<file path="src/sv/bmg_pkg.sv">
// Package for the binned mean grid: field widths, opcodes, FSM states
// and the command/status bundles between controller and datapath.
// No dependencies.
package bmg_pkg;

   // Default grid shape and number formats
   localparam int GRID_W_DEF     = 64;
   localparam int GRID_H_DEF     = 64;
   localparam int FRAC_BITS_DEF  = 16;
   localparam int COUNT_BITS_DEF = 24;

   // Fixed field widths of the stream and register ports
   localparam int COORD_BITS     = 18;
   localparam int IDX_BITS       = 8;
   localparam int MEAN_BITS      = 16;
   localparam int DENS_BITS      = 24;
   localparam int REQ_DATA_BITS  = 72;
   localparam int CSR_ADDR_BITS  = 3;
   localparam int CSR_DATA_BITS  = 32;

   // Item kinds carried on req_tuser
   typedef enum logic [1:0] {
      OP_CLEAR = 2'd0,
      OP_ADD   = 2'd1,
      OP_READ  = 2'd2
   } opcode_type;

   // Controller states
   typedef enum logic [2:0] {
      ST_CLEAR,
      ST_IDLE,
      ST_ADD_WR,
      ST_RD_CHK,
      ST_DIV,
      ST_DONE
   } state_type;

   // Controller to datapath
   typedef struct packed {
      logic load;       // capture the item and read its cell
      logic add_write;  // write back the updated cell
      logic clr_write;  // zero one cell of the sweep and advance
      logic div_start;  // launch the mean division
      logic out_load;   // place the read result in the output register
   } cmd_type;

   // Datapath to controller
   typedef struct packed {
      logic clr_last;   // sweep is at the last cell
      logic found_ok;   // read cell is on grid and dense enough
      logic div_done;   // quotient ready
      logic out_free;   // output register can take a beat
   } status_type;

endpackage

</file>
<file path="src/sv/bmg_ctrl.sv">
// Controller of the binned mean grid: sequences clear sweeps, cell updates
// and reads. Uses bmg_pkg; drives the datapath through cmd_type.
module bmg_ctrl
   import bmg_pkg::*;
(
   input  logic       clock,
   input  logic       reset,
   input  logic       req_tvalid,
   output logic       req_tready,
   input  logic [1:0] req_tuser,
   input  status_type status,
   output cmd_type    cmd
);

   state_type state_ff, state_in;

   // Next state
   always_comb begin
      state_in = state_ff;
      case (state_ff)
         ST_CLEAR: begin
            if (status.clr_last) begin
               state_in = ST_IDLE;
            end
         end
         ST_IDLE: begin
            if (req_tvalid) begin
               case (opcode_type'(req_tuser))
                  OP_CLEAR: state_in = ST_CLEAR;
                  OP_ADD:   state_in = ST_ADD_WR;
                  OP_READ:  state_in = ST_RD_CHK;
                  default:  state_in = ST_IDLE;
               endcase
            end
         end
         ST_ADD_WR: state_in = ST_IDLE;
         ST_RD_CHK: state_in = status.found_ok ? ST_DIV : ST_DONE;
         ST_DIV: begin
            if (status.div_done) begin
               state_in = ST_DONE;
            end
         end
         ST_DONE: begin
            if (status.out_free) begin
               state_in = ST_IDLE;
            end
         end
         default: state_in = ST_IDLE;
      endcase
   end

   always_ff @(posedge clock) begin
      if (reset) begin
         state_ff <= ST_CLEAR;
      end else begin
         state_ff <= state_in;
      end
   end

   // Commands
   always_comb begin
      req_tready    = 1'b0;
      cmd           = '0;
      case (state_ff)
         ST_CLEAR:  cmd.clr_write = 1'b1;
         ST_IDLE: begin
            req_tready = 1'b1;
            cmd.load   = req_tvalid;
         end
         ST_ADD_WR: cmd.add_write = 1'b1;
         ST_RD_CHK: cmd.div_start = status.found_ok;
         ST_DONE:   cmd.out_load  = status.out_free;
         default:   cmd = '0;
      endcase
   end

endmodule

</file>
<file path="config.mk">
export PLATFORM = sky130hd
export DESIGN_NAME = bmg_ctrl
export DESIGN_NICKNAME = d
export VERILOG_FILES = /design/src/sv/bmg_pkg.sv /design/src/sv/bmg_ctrl.sv
export SDC_FILE = /design/constraint.sdc
export NUM_CORES = 1
export LEC_CHECK = 0
export ABC_AREA = 1
export ABC_CLOCK_PERIOD_IN_PS = 1500
export BUFFER_PORTS_ARGS = -buffer_cell sky130_fd_sc_hd__buf_2
export CORE_AREA = 2 2 39 41
export DETAILED_ROUTE_END_ITERATION = 10
export DIE_AREA = 0 0 41 43
export GPL_ROUTABILITY_DRIVEN = 0
export HOLD_SLACK_MARGIN = 0.05
export PLACE_DENSITY = 0.45
export SLEW_MARGIN = 20
export SYNTH_ARGS = -nofsm -noshare
export SYNTH_HDL_FRONTEND = slang
export SYNTH_SLANG_ARGS = --single-unit
</file>
<file path="constraint.sdc">
create_clock -name clock -period 1.5 [get_ports clock]
set_input_delay 0.3 -clock clock [delete_from_list [all_inputs] [get_ports clock]]
set_output_delay 0.3 -clock clock [all_outputs]
set_load 0.01 [all_outputs]
</file>
==> reports/qor.txt <==
CP required = 1.20 ns
WHS Endpoint = state_ff[2]$_SDFFE_PP0P_
# diodes = 0
Final max-slew violation count = 0
Core Util, Final = 29.29%
All-layer global routing usage = 8.325%
Reg2reg setup slack = 0.44 ns
Critical path launch point type = flop
Crit-path cells = inv_2 -> nand3_2 -> nor2_1 -> buf_2
CP delay by family, top = flip-flops
Max reg flops = 3
Root Driver = clkbuf_4
Initial drt markers = 7
Cell Pwr Density = 750.4 nW/um^2
Setup TNS = 0 ns
Average size of a mapped cell = 6.954 sq um
Mapped Cells = 43
Critical path buffers and inverters = 2
Hold Vio Cnt, Final = 0
Clock tree buffer depth = 2
CP max FO = 7
Critical path class = reg2out
Clock-pin slew reported for the worst setup and hold paths after clock tree synthesis = 0.04 ns
Die Ht = 43 microns
Global-route wire length before repair = 972 microns
FF-to-FF path depth = 5
Vias/cell = 4.066
Critical Path Max Stage Delay = 0.46 ns
Final Power = 304.2 uW
Synth warn = 0
Placed cell areas = 377.9 sq um
Post-route setup slack = 0.08088 ns
Final ANT Viol Nets = 0
Slowest-stage cell, CP = dfxtp_1
Commonest non-fill, non-tap cell in the layout = buf_2
CTS HTree Levels = 1
Nets@finish = 72
Reg with most FFs = state_ff
Max_cap viols = 0
Capturing point of the worst reg2reg path = state_ff[0]$_SDFFE_PP0P_
Syn nets = 54
Io pins = 15
Drt wl/cell = 8.671 microns
Post-synthesis sequential area ratio = 20.08%
FMAX = 704.7 MHz
Cell area after synthesis = 299.0 sq um
WHS = 0.2674 ns
DRT Pass-1 Iters = 4
Final Critical Period = 1.419 ns
Status = finished, final reports clean
DP HPWL = 527.1 microns
DR vias = 309
Worst-skew pair later-pin latency = 0.23 ns
CTS buffer count = 3
Drt total wl = 659 microns
Top flop regs = state_ff x3
Initial antenna violation count = 0
Fill cell count = 155
Endpoints failing setup = 0
DRC errors left = 0
Core Box Area = 1384 sq um
Synth unique cells = 18
Clock Skew = 0.001364 ns
Min-delay worst type = in2reg
Leakage power = 0.2322 nW
FF+latch count, synth = 3
Placed instance count = 72
Slew margin rel. = 81.95%
Final Instance Count excl. Fillers = 76
Row count = 14
DIE WIDTH = 41 microns
Least-Margin Pin Slew = 0.2703 ns
WHS Path Cells = 2
Design area = 405.4 sq um
Worst hold start = reset
Peak VDD IR = 0.3216 mV
Setup crit end kind = primary output
Initial Utilization = 21.61%
Vias in the first global route = 249
Fin crit share = 94.61%
Placement Setup Slack = 0.2505 ns
PortBufs = 14
Num Clock Sinks = 3
Commonest non-fill, non-tap cells in the layout = 14 x buf_2, 8 x inv_1, 7 x nor2_1, 4 x nand3_2
GRT overflow = 0
Post CTS Setup Buffer Count = 0
CTS tree = built
Largest net degree at the start of global routing = 10
Worst r2r src = state_ff[2]$_SDFFE_PP0P_
Die area = 1763 sq um
CP arrival = 1.12 ns
Unrepaired setup endpoints after global routing = false
Area grow syn2layout = 35.56%
Proportion of layout cells with a drive suffix above 1 = 45.00%
-- Yosys cell counts, drive strengths merged --
master / instances / area (sq um)
inv: 10 / 37.54
nor2: 9 / 43.80
nand3: 6 / 50.05
dfxtp: 3 / 60.06
nand2: 3 / 11.26
ha: 2 / 25.02
nand4: 2 / 12.51
nor3: 2 / 10.01
a21oi: 1 / 5.000
a31oi: 1 / 6.260
buf: 1 / 11.26
nand3b: 1 / 7.510
nor4: 1 / 6.260
o211ai: 1 / 12.51
-- cell families (layout without fill, tap and decap cells) --
kind of cell,Yosys count,count (layout),share of synthesized area (%)
flip-flops,3,3,20.08
adder cells (fa/ha/maj),2,2,8.367
buffers and inverters,11,28,16.32
AND/OR/NAND/NOR,24,24,47.29
AO/OA/AOI/OAI,3,3,7.949
-- worst max path at each step --
stage / start / to / cells after the start / slack (ns)
detailed placement: state_ff[0]$_SDFFE_PP0P_ / cmd[4] / 3 / 0.25
finish: state_ff[2]$_SDFFE_PP0P_ / cmd[4] / 4 / 0.08
CTS: state_ff[2]$_SDFFE_PP0P_ / cmd[4] / 4 / 0.08
global placement: state_ff[0]$_SDFFE_PP0P_ / cmd[4] / 3 / 0.28
global route: state_ff[2]$_SDFFE_PP0P_ / cmd[4] / 4 / 0.008
floorplan: state_ff[1]$_SDFFE_PP0P_ / cmd[3] / 2 / 0.43
-- worst reg2reg max path, cell delays in order, from the launching register on --
cell and delay (ns):
dfxtp_1 0.46, inv_2 0.12, nand4_1 0.14, inv_1 0.05, nor2_1 0.09, a21oi_1 0.07
-- routing by layer --
metal  vias to the layer above  global-route usage (%)  wire length (microns)
met5                         -                       0                      0
met1                       125                   10.58                    322
met2                        10                   10.94                    279
met4                         0                   6.000                      0
met3                         0                   3.141                     56
li1                        174                       -                      -
-- layout make-up --
class	count	area [sq um]	area share, %
Clock buffer	4	26.28	6.481
Timing Repair Buffer	14	70.07	17.28
Inverter	10	37.54	9.259
Tap cell	16	20.02	4.938
Sequential cell	3	61.31	15.12
Multi-Input combinational cell	29	190.2	46.91
-- power by group --
| group | switching [mW] | total, mW | internal, mW | leakage (nW) |
|---|---|---|---|---|
| registers | 0.0116 | 0.0966 | 0.0850 | 0.0247 |
| clock network | 0.0376 | 0.137 | 0.0994 | 0.0150 |
| logic | 0.0383 | 0.0705 | 0.0323 | 0.192 |
-- repair_timing --
item	in CTS	in global routing
resized for setup	1	0
setup endpoints to repair	1	0
hold buffers	0	0
hold endpoints to repair	0	0
Note: power is estimated with default switching activity, not from simulation.
